--- config.mk ---
export PLATFORM = sky130hd
export DESIGN_NAME = aspect_center_crop_flat
export DESIGN_NICKNAME = d
export VERILOG_FILES = /design/src/acc_pkg.sv /design/src/acc_size_if.sv /design/src/acc_crop_if.sv /design/src/acc_front.sv /design/src/acc_div_cell.sv /design/src/acc_finish.sv /design/src/aspect_center_crop.sv /design/src/flat_wrapper.sv
export SDC_FILE = /design/constraint.sdc
export NUM_CORES = 2
export LEC_CHECK = 0
export BUFFER_PORTS_ARGS = -buffer_cell sky130_fd_sc_hd__buf_2
export CORE_UTILIZATION = 60
export CTS_CLUSTER_SIZE = 14
export DETAILED_ROUTE_END_ITERATION = 10
export GPL_TIMING_DRIVEN = 0
export PLACE_DENSITY_LB_ADDON = 0.08
export SKIP_CTS_REPAIR_TIMING = 1
export SLEW_MARGIN = 20
export SYNTH_ARGS = -nofsm -noshare
export SYNTH_HDL_FRONTEND = slang
export SYNTH_HIERARCHICAL = 1
export SYNTH_SLANG_ARGS = --single-unit
--- constraint.sdc ---
create_clock -name clk -period 79.4 [get_ports clk]
set_clock_uncertainty 0.1 [all_clocks]
set_input_delay 7.94 -clock clk [delete_from_list [all_inputs] [get_ports clk]]
set_output_delay 7.94 -clock clk [all_outputs]
set_load 0.02 [all_outputs]
--- src/acc_pkg.sv ---
// acc_pkg: shared types and constants for the aspect-ratio center crop block.
// No dependencies; every module of the block imports it.
package acc_pkg;

    localparam int PDATA_W = 32;
    localparam int PADDR_W = 3;

    // register index, taken from paddr[2]
    localparam logic REG_TARGET_WIDTH  = 1'b0;
    localparam logic REG_TARGET_HEIGHT = 1'b1;

    typedef enum logic [1:0] {
        MODE_FULL,
        MODE_WIDE,
        MODE_TALL
    } acc_mode_t;

    typedef struct packed {
        logic      ok;
        acc_mode_t mode;
    } acc_ctrl_t;

endpackage

--- src/acc_size_if.sv ---
// acc_size_if: valid/ready channel carrying one source image size.
// No dependencies.
interface acc_size_if #(parameter int DIM_BITS = 16);
    logic                valid;
    logic                ready;
    logic [DIM_BITS-1:0] source_width;
    logic [DIM_BITS-1:0] source_height;

    modport source (output valid, source_width, source_height, input ready);
    modport sink   (input valid, source_width, source_height, output ready);
endinterface

--- src/acc_crop_if.sv ---
// acc_crop_if: valid/ready channel carrying one crop window.
// No dependencies.
interface acc_crop_if #(parameter int DIM_BITS = 16);
    logic                valid;
    logic                ready;
    logic                crop_valid;
    logic [DIM_BITS-1:0] crop_left;
    logic [DIM_BITS-1:0] crop_top;
    logic [DIM_BITS-1:0] crop_width;
    logic [DIM_BITS-1:0] crop_height;

    modport source (output valid, crop_valid, crop_left, crop_top, crop_width, crop_height,
                    input ready);
    modport sink   (input valid, crop_valid, crop_left, crop_top, crop_width, crop_height,
                    output ready);
endinterface

--- src/acc_front.sv ---
// acc_front: registers the cross products of source and target sizes, then picks
// the crop direction and the dividend/divisor for the divider chain.
// Depends on acc_pkg.
module acc_front #(
    parameter int DIM_BITS = 16
) (
    input  logic                  clk,
    input  logic                  rst_n,
    input  logic                  up_valid,
    output logic                  up_ready,
    input  logic [DIM_BITS-1:0]   up_sw,
    input  logic [DIM_BITS-1:0]   up_sh,
    input  logic [DIM_BITS-1:0]   target_w,
    input  logic [DIM_BITS-1:0]   target_h,
    output logic                  dn_valid,
    input  logic                  dn_ready,
    output logic [DIM_BITS-1:0]   dn_rem,
    output logic [DIM_BITS-1:0]   dn_low,
    output logic [DIM_BITS-1:0]   dn_div,
    output logic [DIM_BITS-1:0]   dn_sw,
    output logic [DIM_BITS-1:0]   dn_sh,
    output acc_pkg::acc_ctrl_t    dn_ctrl
);
    import acc_pkg::*;

    localparam int PROD_W = 2 * DIM_BITS;

    logic                valid_reg, valid_next;
    logic [PROD_W-1:0]   lhs_reg, lhs_next;
    logic [PROD_W-1:0]   rhs_reg, rhs_next;
    logic [DIM_BITS-1:0] sw_reg, sh_reg, tw_reg, th_reg;
    logic                ok_reg, ok_next;
    logic [PROD_W-1:0]   dividend;

    assign up_ready = !valid_reg || dn_ready;

    always_comb
    begin
        valid_next = up_ready ? up_valid : valid_reg;
        lhs_next   = PROD_W'(up_sw) * PROD_W'(target_h);
        rhs_next   = PROD_W'(up_sh) * PROD_W'(target_w);
        ok_next    = (up_sw != '0) && (up_sh != '0) && (target_w != '0) && (target_h != '0);
    end

    always_ff @(posedge clk or negedge rst_n)
    begin
        if (!rst_n)
        begin
            valid_reg <= 1'b0;
        end
        else
        begin
            valid_reg <= valid_next;
        end
    end

    always_ff @(posedge clk)
    begin
        if (up_ready)
        begin
            lhs_reg <= lhs_next;
            rhs_reg <= rhs_next;
            sw_reg  <= up_sw;
            sh_reg  <= up_sh;
            tw_reg  <= target_w;
            th_reg  <= target_h;
            ok_reg  <= ok_next;
        end
    end

    // source wider: width = rhs / th; source taller: height = lhs / tw
    always_comb
    begin
        dn_ctrl.ok = ok_reg;
        if (lhs_reg > rhs_reg)
        begin
            dn_ctrl.mode = MODE_WIDE;
            dividend     = rhs_reg;
            dn_div       = th_reg;
        end
        else if (lhs_reg < rhs_reg)
        begin
            dn_ctrl.mode = MODE_TALL;
            dividend     = lhs_reg;
            dn_div       = tw_reg;
        end
        else
        begin
            dn_ctrl.mode = MODE_FULL;
            dividend     = '0;
            dn_div       = th_reg;
        end
        if (!ok_reg)
        begin
            dividend = '0;
        end
    end

    assign dn_valid = valid_reg;
    assign dn_rem   = dividend[PROD_W-1:DIM_BITS];
    assign dn_low   = dividend[DIM_BITS-1:0];
    assign dn_sw    = sw_reg;
    assign dn_sh    = sh_reg;

endmodule

--- src/acc_div_cell.sv ---
// acc_div_cell: one restoring-division step; yields one quotient bit per cell
// and hands the partial remainder to the next cell. Depends on acc_pkg.
module acc_div_cell #(
    parameter int DIM_BITS = 16
) (
    input  logic                  clk,
    input  logic                  rst_n,
    input  logic                  up_valid,
    output logic                  up_ready,
    input  logic [DIM_BITS-1:0]   up_rem,
    input  logic [DIM_BITS-1:0]   up_low,
    input  logic [DIM_BITS-1:0]   up_quo,
    input  logic [DIM_BITS-1:0]   up_div,
    input  logic [DIM_BITS-1:0]   up_sw,
    input  logic [DIM_BITS-1:0]   up_sh,
    input  acc_pkg::acc_ctrl_t    up_ctrl,
    output logic                  dn_valid,
    input  logic                  dn_ready,
    output logic [DIM_BITS-1:0]   dn_rem,
    output logic [DIM_BITS-1:0]   dn_low,
    output logic [DIM_BITS-1:0]   dn_quo,
    output logic [DIM_BITS-1:0]   dn_div,
    output logic [DIM_BITS-1:0]   dn_sw,
    output logic [DIM_BITS-1:0]   dn_sh,
    output acc_pkg::acc_ctrl_t    dn_ctrl
);
    import acc_pkg::*;

    logic                valid_reg, valid_next;
    logic [DIM_BITS-1:0] rem_reg, rem_next;
    logic [DIM_BITS-1:0] low_reg, low_next;
    logic [DIM_BITS-1:0] quo_reg, quo_next;
    logic [DIM_BITS-1:0] div_reg, sw_reg, sh_reg;
    acc_ctrl_t           ctrl_reg;
    logic [DIM_BITS:0]   shifted, divx, diff;
    logic                ge;

    assign up_ready = !valid_reg || dn_ready;

    always_comb
    begin
        valid_next = up_ready ? up_valid : valid_reg;
        shifted    = {up_rem, up_low[DIM_BITS-1]};
        divx       = {1'b0, up_div};
        ge         = shifted >= divx;
        diff       = shifted - divx;
        rem_next   = ge ? diff[DIM_BITS-1:0] : shifted[DIM_BITS-1:0];
        low_next   = {up_low[DIM_BITS-2:0], 1'b0};
        quo_next   = {up_quo[DIM_BITS-2:0], ge};
    end

    always_ff @(posedge clk or negedge rst_n)
    begin
        if (!rst_n)
        begin
            valid_reg <= 1'b0;
        end
        else
        begin
            valid_reg <= valid_next;
        end
    end

    always_ff @(posedge clk)
    begin
        if (up_ready)
        begin
            rem_reg  <= rem_next;
            low_reg  <= low_next;
            quo_reg  <= quo_next;
            div_reg  <= up_div;
            sw_reg   <= up_sw;
            sh_reg   <= up_sh;
            ctrl_reg <= up_ctrl;
        end
    end

    assign dn_valid = valid_reg;
    assign dn_rem   = rem_reg;
    assign dn_low   = low_reg;
    assign dn_quo   = quo_reg;
    assign dn_div   = div_reg;
    assign dn_sw    = sw_reg;
    assign dn_sh    = sh_reg;
    assign dn_ctrl  = ctrl_reg;

endmodule

--- src/acc_finish.sv ---
// acc_finish: clamps the quotient, centers the window and holds the result
// in the output register. Depends on acc_pkg.
module acc_finish #(
    parameter int DIM_BITS = 16
) (
    input  logic                  clk,
    input  logic                  rst_n,
    input  logic                  up_valid,
    output logic                  up_ready,
    input  logic [DIM_BITS-1:0]   up_quo,
    input  logic [DIM_BITS-1:0]   up_sw,
    input  logic [DIM_BITS-1:0]   up_sh,
    input  acc_pkg::acc_ctrl_t    up_ctrl,
    output logic                  dn_valid,
    input  logic                  dn_ready,
    output logic                  crop_valid,
    output logic [DIM_BITS-1:0]   crop_left,
    output logic [DIM_BITS-1:0]   crop_top,
    output logic [DIM_BITS-1:0]   crop_width,
    output logic [DIM_BITS-1:0]   crop_height
);
    import acc_pkg::*;

    logic                valid_reg, valid_next;
    logic                cv_reg, cv_next;
    logic [DIM_BITS-1:0] left_reg, left_next;
    logic [DIM_BITS-1:0] top_reg, top_next;
    logic [DIM_BITS-1:0] cw_reg, cw_next;
    logic [DIM_BITS-1:0] ch_reg, ch_next;
    logic [DIM_BITS-1:0] q1, spare;

    assign up_ready = !valid_reg || dn_ready;

    always_comb
    begin
        valid_next = up_ready ? up_valid : valid_reg;
        q1         = (up_quo == '0) ? DIM_BITS'(1) : up_quo;
        cv_next    = up_ctrl.ok;
        left_next  = '0;
        top_next   = '0;
        cw_next    = up_sw;
        ch_next    = up_sh;
        spare      = '0;
        case (up_ctrl.mode)
            MODE_WIDE:
            begin
                cw_next   = q1;
                spare     = up_sw - q1;
                left_next = spare >> 1;
            end
            MODE_TALL:
            begin
                ch_next  = q1;
                spare    = up_sh - q1;
                top_next = spare >> 1;
            end
            default:
            begin
                spare = '0;
            end
        endcase
        if (!up_ctrl.ok)
        begin
            left_next = '0;
            top_next  = '0;
            cw_next   = '0;
            ch_next   = '0;
        end
    end

    always_ff @(posedge clk or negedge rst_n)
    begin
        if (!rst_n)
        begin
            valid_reg <= 1'b0;
        end
        else
        begin
            valid_reg <= valid_next;
        end
    end

    always_ff @(posedge clk)
    begin
        if (up_ready)
        begin
            cv_reg   <= cv_next;
            left_reg <= left_next;
            top_reg  <= top_next;
            cw_reg   <= cw_next;
            ch_reg   <= ch_next;
        end
    end

    assign dn_valid    = valid_reg;
    assign crop_valid  = cv_reg;
    assign crop_left   = left_reg;
    assign crop_top    = top_reg;
    assign crop_width  = cw_reg;
    assign crop_height = ch_reg;

endmodule

--- src/aspect_center_crop.sv ---
// aspect_center_crop: top level; APB target-size registers, cross-product front,
// row of division cells and output stage. Depends on acc_pkg, acc_size_if,
// acc_crop_if, acc_front, acc_div_cell, acc_finish.
//
// Usage:
//   size : valid/ready sink; one transfer carries source_width/source_height.
//   crop : valid/ready source; one transfer per accepted size carries the
//          largest centered window with the target aspect ratio, or
//          crop_valid = 0 with zero fields when any size is zero.
//   APB  : target_width at 0x0, target_height at 0x4; write only while idle.
// Pipeline: the cross products register at the size transfer edge, then the
//   cell row registers one quotient bit per cell, and the output register
//   holds the finished crop window.
// Throughput: one size per cycle; every stage holds its own valid flag, so
//   the row keeps filling behind a stalled crop channel until it is full,
//   and size.ready falls only then.
// Reset: targets return to 1x1, all stages empty, crop.valid low.
module aspect_center_crop #(
    parameter int DIM_BITS = 16
) (
    input  logic                          clk,
    input  logic                          rst_n,
    acc_size_if.sink                      size,
    acc_crop_if.source                    crop,
    input  logic                          psel,
    input  logic                          penable,
    input  logic                          pwrite,
    input  logic [acc_pkg::PADDR_W-1:0]   paddr,
    input  logic [acc_pkg::PDATA_W-1:0]   pwdata,
    output logic [acc_pkg::PDATA_W-1:0]   prdata,
    output logic                          pready
);
    import acc_pkg::*;

    logic [DIM_BITS-1:0] tw_reg, tw_next;
    logic [DIM_BITS-1:0] th_reg, th_next;

    assign pready = 1'b1;

    always_comb
    begin
        tw_next = tw_reg;
        th_next = th_reg;
        if (psel && penable && pwrite)
        begin
            unique case (paddr[2])
                REG_TARGET_WIDTH:  tw_next = pwdata[DIM_BITS-1:0];
                REG_TARGET_HEIGHT: th_next = pwdata[DIM_BITS-1:0];
                default:           tw_next = tw_reg;
            endcase
        end
        prdata = (paddr[2] == REG_TARGET_HEIGHT) ? PDATA_W'(th_reg) : PDATA_W'(tw_reg);
    end

    always_ff @(posedge clk or negedge rst_n)
    begin
        if (!rst_n)
        begin
            tw_reg <= DIM_BITS'(1);
            th_reg <= DIM_BITS'(1);
        end
        else
        begin
            tw_reg <= tw_next;
            th_reg <= th_next;
        end
    end

    logic                valid_s [DIM_BITS+1];
    logic                ready_s [DIM_BITS+1];
    logic [DIM_BITS-1:0] rem_s   [DIM_BITS+1];
    logic [DIM_BITS-1:0] low_s   [DIM_BITS+1];
    logic [DIM_BITS-1:0] quo_s   [DIM_BITS+1];
    logic [DIM_BITS-1:0] div_s   [DIM_BITS+1];
    logic [DIM_BITS-1:0] sw_s    [DIM_BITS+1];
    logic [DIM_BITS-1:0] sh_s    [DIM_BITS+1];
    acc_ctrl_t           ctrl_s  [DIM_BITS+1];

    assign quo_s[0] = '0;

    acc_front #(.DIM_BITS(DIM_BITS)) u_front (
        .clk      (clk),
        .rst_n    (rst_n),
        .up_valid (size.valid),
        .up_ready (size.ready),
        .up_sw    (size.source_width),
        .up_sh    (size.source_height),
        .target_w (tw_reg),
        .target_h (th_reg),
        .dn_valid (valid_s[0]),
        .dn_ready (ready_s[0]),
        .dn_rem   (rem_s[0]),
        .dn_low   (low_s[0]),
        .dn_div   (div_s[0]),
        .dn_sw    (sw_s[0]),
        .dn_sh    (sh_s[0]),
        .dn_ctrl  (ctrl_s[0])
    );

    for (genvar i = 0; i < DIM_BITS; i++)
    begin : g_cell
        acc_div_cell #(.DIM_BITS(DIM_BITS)) u_cell (
            .clk      (clk),
            .rst_n    (rst_n),
            .up_valid (valid_s[i]),
            .up_ready (ready_s[i]),
            .up_rem   (rem_s[i]),
            .up_low   (low_s[i]),
            .up_quo   (quo_s[i]),
            .up_div   (div_s[i]),
            .up_sw    (sw_s[i]),
            .up_sh    (sh_s[i]),
            .up_ctrl  (ctrl_s[i]),
            .dn_valid (valid_s[i+1]),
            .dn_ready (ready_s[i+1]),
            .dn_rem   (rem_s[i+1]),
            .dn_low   (low_s[i+1]),
            .dn_quo   (quo_s[i+1]),
            .dn_div   (div_s[i+1]),
            .dn_sw    (sw_s[i+1]),
            .dn_sh    (sh_s[i+1]),
            .dn_ctrl  (ctrl_s[i+1])
        );
    end

    acc_finish #(.DIM_BITS(DIM_BITS)) u_finish (
        .clk         (clk),
        .rst_n       (rst_n),
        .up_valid    (valid_s[DIM_BITS]),
        .up_ready    (ready_s[DIM_BITS]),
        .up_quo      (quo_s[DIM_BITS]),
        .up_sw       (sw_s[DIM_BITS]),
        .up_sh       (sh_s[DIM_BITS]),
        .up_ctrl     (ctrl_s[DIM_BITS]),
        .dn_valid    (crop.valid),
        .dn_ready    (crop.ready),
        .crop_valid  (crop.crop_valid),
        .crop_left   (crop.crop_left),
        .crop_top    (crop.crop_top),
        .crop_width  (crop.crop_width),
        .crop_height (crop.crop_height)
    );

`ifndef SYNTH
    // invalid result carries an all-zero window
    assert property (@(posedge clk) disable iff (!rst_n)
        crop.valid && !crop.crop_valid |->
            crop.crop_left == '0 && crop.crop_top == '0 &&
            crop.crop_width == '0 && crop.crop_height == '0)
    else $error("invalid crop with nonzero window");

    // a computed window is never empty
    assert property (@(posedge clk) disable iff (!rst_n)
        crop.valid && crop.crop_valid |-> crop.crop_width != '0 && crop.crop_height != '0)
    else $error("computed crop window is empty");

    // centering moves the window along one axis only
    assert property (@(posedge clk) disable iff (!rst_n)
        crop.valid |-> crop.crop_left == '0 || crop.crop_top == '0)
    else $error("crop offset on both axes");

    // target registers change only through an APB write
    assert property (@(posedge clk) disable iff (!rst_n)
        !$past(psel && penable && pwrite) |-> $stable(tw_reg) && $stable(th_reg))
    else $error("target size changed without a write");
`endif

endmodule

--- src/flat_wrapper.sv ---
// flat-port wrapper written by rule: the top's interface ports become plain ports
module aspect_center_crop_flat import acc_pkg::*;
#(
    parameter int DIM_BITS = 16
)
  (clk, rst_n, psel, penable, pwrite, paddr, pwdata, prdata, pready, size_valid, size_source_width, size_source_height, size_ready, crop_valid, crop_crop_valid, crop_crop_left, crop_crop_top, crop_crop_width, crop_crop_height, crop_ready);
  acc_size_if #(.DIM_BITS(DIM_BITS)) size_i ();
  acc_crop_if #(.DIM_BITS(DIM_BITS)) crop_i ();
  input  logic clk;
  input  logic rst_n;
  input  logic psel;
  input  logic penable;
  input  logic pwrite;
  input  logic [acc_pkg::PADDR_W-1:0] paddr;
  input  logic [acc_pkg::PDATA_W-1:0] pwdata;
  output logic [acc_pkg::PDATA_W-1:0] prdata;
  output logic pready;
  input wire logic [$bits(size_i.valid)-1:0] size_valid;
  input wire logic [$bits(size_i.source_width)-1:0] size_source_width;
  input wire logic [$bits(size_i.source_height)-1:0] size_source_height;
  output wire logic [$bits(size_i.ready)-1:0] size_ready;
  output wire logic [$bits(crop_i.valid)-1:0] crop_valid;
  output wire logic [$bits(crop_i.crop_valid)-1:0] crop_crop_valid;
  output wire logic [$bits(crop_i.crop_left)-1:0] crop_crop_left;
  output wire logic [$bits(crop_i.crop_top)-1:0] crop_crop_top;
  output wire logic [$bits(crop_i.crop_width)-1:0] crop_crop_width;
  output wire logic [$bits(crop_i.crop_height)-1:0] crop_crop_height;
  input wire logic [$bits(crop_i.ready)-1:0] crop_ready;
  assign size_i.valid = size_valid;
  assign size_i.source_width = size_source_width;
  assign size_i.source_height = size_source_height;
  assign size_ready = size_i.ready;
  assign crop_valid = crop_i.valid;
  assign crop_crop_valid = crop_i.crop_valid;
  assign crop_crop_left = crop_i.crop_left;
  assign crop_crop_top = crop_i.crop_top;
  assign crop_crop_width = crop_i.crop_width;
  assign crop_crop_height = crop_i.crop_height;
  assign crop_i.ready = crop_ready;
  aspect_center_crop #(.DIM_BITS(DIM_BITS)) u_core (.clk(clk), .rst_n(rst_n), .size(size_i), .crop(crop_i), .psel(psel), .penable(penable), .pwrite(pwrite), .paddr(paddr), .pwdata(pwdata), .prdata(prdata), .pready(pready));
endmodule
; Yosys cells after proc, flatten, opt, wreduce, memory -nomap -nowiden
; Index checks and enable logic that the tools add are counted.
[op_classes]
order_cmp = 18
bitwise = 1
mux = 25
n_mul = 2
n_reduce_logical = 50
addsub = 17
n_eq_ne = 2
[ops]
columns = op, n
row1 = $mux W16, 21
row2 = $ge A17 B16 Y1, 16
row3 = $sub A16 B16 Y16, 17
row4 = $mux W32, 3
row5 = $mul A16 B16 Y32, 2
row6 = $reduce_bool A16 Y1, 4
row7 = $gt A32 B32 Y1, 1
row8 = $lt A32 B32 Y1, 1
row9 = $logic_not A1 Y1, 18
row10 = $logic_or A1 B1 Y1, 18
row11 = $logic_not A16 Y1, 1
row12 = $reduce_and A2 Y1, 4
row13 = $logic_and A1 B1 Y1, 5
row14 = $eq A2 B1 Y1 const B, 1
row15 = $eq A2 B2 Y1 const B, 1
row16 = $mux W2, 1
row17 = $not A1 Y1, 1
[word_totals]
elab_cells = 274
regBits = 1540

; Logic depth before layout (Yosys ltp)
[logic_depth]
depth_word = 19
depth_mapped = 24
mapped_depth_nobuf = 21

; Modules after synthesis
; The synthesis kept the hierarchy.
[by_module_without_submodules]
columns = mod, area_each_um2, cells_each, n_inst
row1 = acc_div_cell (u_core.g_cell[0].u_cell ...), 4156.5, 259, 15
row2 = acc_front, 22739.3, 2385, 1
row3 = acc_div_cell (u_core.g_cell[2].u_cell), 4202.8, 258, 1
row4 = acc_finish, 4098.9, 403, 1
row5 = aspect_center_crop, 1600.3, 105, 1

; Least setup slack after synthesis
; OpenSTA, ideal clock, no wires.
[synth_timing]
kind = input -> output
startpoint = input port crop_ready
endpoint = output port size_ready
stages = 18
path_buffers = 0
slack_ns = 17.233
arrival_time_ns = 54.127
t_required_ns = 71.360
cell_sequence = nand2b_1 > nand2b_1 > nand2b_1 > nand2b_1 > nand2b_1 > nand2b_1 > nand2b_1 > nand2b_1 > nand2b_1 > nand2b_1 > nand2b_1 > nand2b_1 > nand2b_1 > nand2b_1 > nand2b_1 > nand2b_1 > nand2b_1 > nand2b_1
[synth_rtl]
columns = element, line
row1 = "start, declared", flat_wrapper.sv:28  ; input wire logic [$bits(crop_i.ready)-1:0] crop_ready;
row2 = "end, declared", flat_wrapper.sv:21  ; output wire logic [$bits(size_i.ready)-1:0] size_ready;

==> qor.txt <==
RUN STATUS
----------------------------------------------------------------------------------
Outcome .............................................................    completed

CTS
----------------------------------------------------------------------------------
Number of levels in the clock H-tree ................................            4
Clock tree from TritonCTS ...........................................          yes
Clk pin slew, worst setup/hold paths ................................      0.06 ns
Clock tree root driver cell ......................................... sky130_fd_sc_hd__clkbuf_16
Clock Tree Buf Depth ................................................            3
Number of clock sinks ...............................................         1538
Clock latency on the worst-skew pair ................................      0.81 ns
Number of clock buffers inserted by TritonCTS .......................          158

CRITICAL PATH
----------------------------------------------------------------------------------
Worst Path Max Fanout ...............................................           53
Endpoint of the lowest-slack register-to-register path .............. u_core/u_front/dn_sh[4]
CP endpoint .........................................................   size_ready
Startpoint of the worst register-to-register path ................... u_core/u_finish/dn_valid
Worst EP arrival ....................................................     17.96 ns
Worst path top cell family by delay ................................. simple AND/OR/NAND/NOR gates
Critical Path, Cell by Cell ......................................... buf_2 -> nand2b_4 -> nand2b_4 -> nand2b_4 -> nand2b_4 -> nand2b_4 -> nand2b_4 -> nand2b_4 -> nand2b_4 -> nand2b_4 -> nand2b_4 -> nand2b_4 -> nand2b_4 -> nand2b_4 -> nand2b_4 -> nand2b_4 -> nand2b_4 -> nand2b_4 -> nand2b_4 -> buf_16 -> buf_2
Critical path capture point type ....................................   output pin
Critical path depth in cells ........................................           21
Kind of launch point of the worst setup path ........................   input port
Flop2flop setup slack ...............................................     68.50 ns
CP most frequent cell ............................................... sky130_fd_sc_hd__nand2b_4
Required time of the critical path ..................................     71.36 ns
Critical path start-end classification ..............................    in -> out
Startpoint of the most critical setup path ..........................   crop_ready
Slowest Stage Delay on Critical Path ................................      0.61 ns
Total buffers and inverters traversed by the critical path ..........            3
Critical-path cell with the highest stage delay ..................... sky130_fd_sc_hd__nand2b_4
Cell count of the worst reg-to-reg path .............................           20

FINAL LAYOUT
----------------------------------------------------------------------------------
Signed area change from the synthesized netlist to the final layout .        10.5%
Non-Filler Cell Area, Final .........................................   95000 um^2
Filler Cells Inserted ...............................................        10500
Fraction of final layout cells sized beyond drive strength 1 ........        11.2%
Util after Layout ...................................................        67.0%
Number of nets in the final layout ..................................         7980

STA
----------------------------------------------------------------------------------
FMAX ................................................................     38.5 MHz
Final hold viol count ...............................................            0
Endpoints failing setup .............................................            0
Fin. max-slew vios ..................................................            0
Sum Neg Setup Slack .................................................         0 ns
Transition time of the tightest slew-check pin ......................      1.05 ns
Post-layout minimum cycle time ......................................     26.00 ns
Setup repair after global routing missed its margin .................        false
Final Hold Slack ....................................................     0.270 ns
Final clock period utilization by the worst path ....................        32.7%
Slew headroom .......................................................        30.3%

FLOORPLAN
----------------------------------------------------------------------------------
Core Region .........................................................  142000 um^2
Top-Level Pins ......................................................          174
X dimension of the die ..............................................       381 um
Initial standard-cell utilization of the core .......................        60.6%
Num rows ............................................................          138
Area of the die .....................................................  145000 um^2
Vertical die dimension ..............................................       381 um

WORST HOLD PATH
----------------------------------------------------------------------------------
Type of the most critical hold path .................................   reg -> reg

ROUTING
----------------------------------------------------------------------------------
Detailed Route WL ...................................................    193000 um
Routed wire per std cell ............................................      21.4 um
Number of vias per cell .............................................         5.65
DRC violation count after routing ...................................            0
DR pass1 iterations .................................................            5
Residual antenna-violating net count after detailed routing .........            0
Via count of the routed design ......................................        50900
DRT iter0 DRCs ......................................................         3366

PLACEMENT
----------------------------------------------------------------------------------
Post-DP HPWL ........................................................    147000 um
Count of buffers from port buffering ................................          135
Routability Congestion ..............................................        0.926
Placement-stage cell area ...........................................   89700 um^2

SYNTHESIS
----------------------------------------------------------------------------------
Summed instance area of the synthesized netlist .....................   86000 um^2
Number of synthesis warnings ........................................            6
Mean instance size in the synthesized netlist .......................    12.9 um^2
Syn Inst Count ......................................................         6645

GRT
----------------------------------------------------------------------------------
Largest net degree at the start of global routing ...................           64
Overall routing resource usage ......................................        27.0%
Remaining Overflow, GRT .............................................            0
First-pass GRT wire length ..........................................    298000 um
Initial antenna violation count .....................................            3
Vias in the first global route ......................................        52100

RUN
----------------------------------------------------------------------------------
Count of max-cap constraint violations ..............................            0

-- placed cells by master (no fill, tap or decap), drive strengths merged, types with 19 or more instances in the layout --
master,instances
mux2i,46
o21a,75
a41o,29
conb,19
nand4,62
and4,23
a21oi,227
a21o,95
ha,526
nor4,22
nor2b,24
and3,72
mux2,247
nor2,236
clkinv,50
a31oi,64
o21bai,75
inv,939
nand2,580
nand2b,44
edfxtp,1488
o2111ai,19
and2,262
fa,405
a211o,33
o211ai,20
dfrtp,48
a21boi,35
buf,218
nand3,60
a211oi,40
xor2,82
xnor2,170
clkbuf,362
o21ai,181
-- through the flow --
step / std cells / setup WS, ns
after floorplan: 6661 / 23.72
after global routing: 8991 / 52.51
after global placement: 8686 / 7.06
after detailed placement: 8705 / 52.99
after CTS: 8991 / 53.01
final: 8997 / 53.40
-- worst reg2reg max path: stages, from the launching register on --
cell and delay (ns):
sky130_fd_sc_hd__dfrtp_1 0.40, sky130_fd_sc_hd__nand2b_4 0.11, sky130_fd_sc_hd__nand2b_4 0.58, sky130_fd_sc_hd__nand2b_4 0.62, sky130_fd_sc_hd__nand2b_4 0.60, sky130_fd_sc_hd__nand2b_4 0.58, sky130_fd_sc_hd__nand2b_4 0.55, sky130_fd_sc_hd__nand2b_4 0.51
sky130_fd_sc_hd__nand2b_4 0.54, sky130_fd_sc_hd__nand2b_4 0.58, sky130_fd_sc_hd__nand2b_4 0.60, sky130_fd_sc_hd__nand2b_4 0.57, sky130_fd_sc_hd__nand2b_4 0.55, sky130_fd_sc_hd__nand2b_4 0.55, sky130_fd_sc_hd__nand2b_4 0.54, sky130_fd_sc_hd__nand2b_4 0.50
sky130_fd_sc_hd__nand2b_4 0.51, sky130_fd_sc_hd__nand2b_4 0.32, sky130_fd_sc_hd__nand2b_4 0.46, sky130_fd_sc_hd__buf_16 0.34, sky130_fd_sc_hd__buf_16 0.36
-- area by class of cell --
cell class	count	area (um^2)	share of cell area, %
well taps	1890	2360	2.49
plain buffers	220	1330	1.40
multi-input cells	3970	35400	37.2
clock inverters	80	1060	1.12
clock buffers	206	4210	4.43
repair buffers	154	1190	1.26
flip-flops and latches	1538	45900	48.3
diodes	6	15.0	0.0158
inverters	933	3540	3.72
-- metal layers --
metal  vias to the layer above  track usage, %  share of wire, %
li1                      24000               -                 -
met3                       397            3.82               4.4
met2                      1288            47.1                51
met1                     25200            32.9                40
met4                         2            13.2               5.1
met5                         -               0             0.022
-- worst min path at each step --
stage,startpoint,endpoint,slack (ns),cells after the start
floorplan,u_core/u_front/dn_sh[0],u_core/g_cell[0].u_cell/dn_sh[0],0.30,0
global placement,u_core/g_cell[0].u_cell/dn_sh[3],u_core/g_cell[1].u_cell/dn_sh[3],0.30,0
detailed placement,u_core/u_front/dn_sh[8],u_core/g_cell[0].u_cell/dn_sh[8],0.30,0
CTS,u_core/g_cell[6].u_cell/dn_low[7],u_core/g_cell[7].u_cell/dn_low[8],0.27,0
global route,u_core/g_cell[8].u_cell/dn_quo[5],u_core/g_cell[9].u_cell/dn_quo[6],0.29,0
finish,u_core/g_cell[6].u_cell/dn_low[7],u_core/g_cell[7].u_cell/dn_low[8],0.27,0
Power is left out: the tool's default activity adds up to more than one toggle a clock period on the data nets, which glitch-free logic cannot reach.
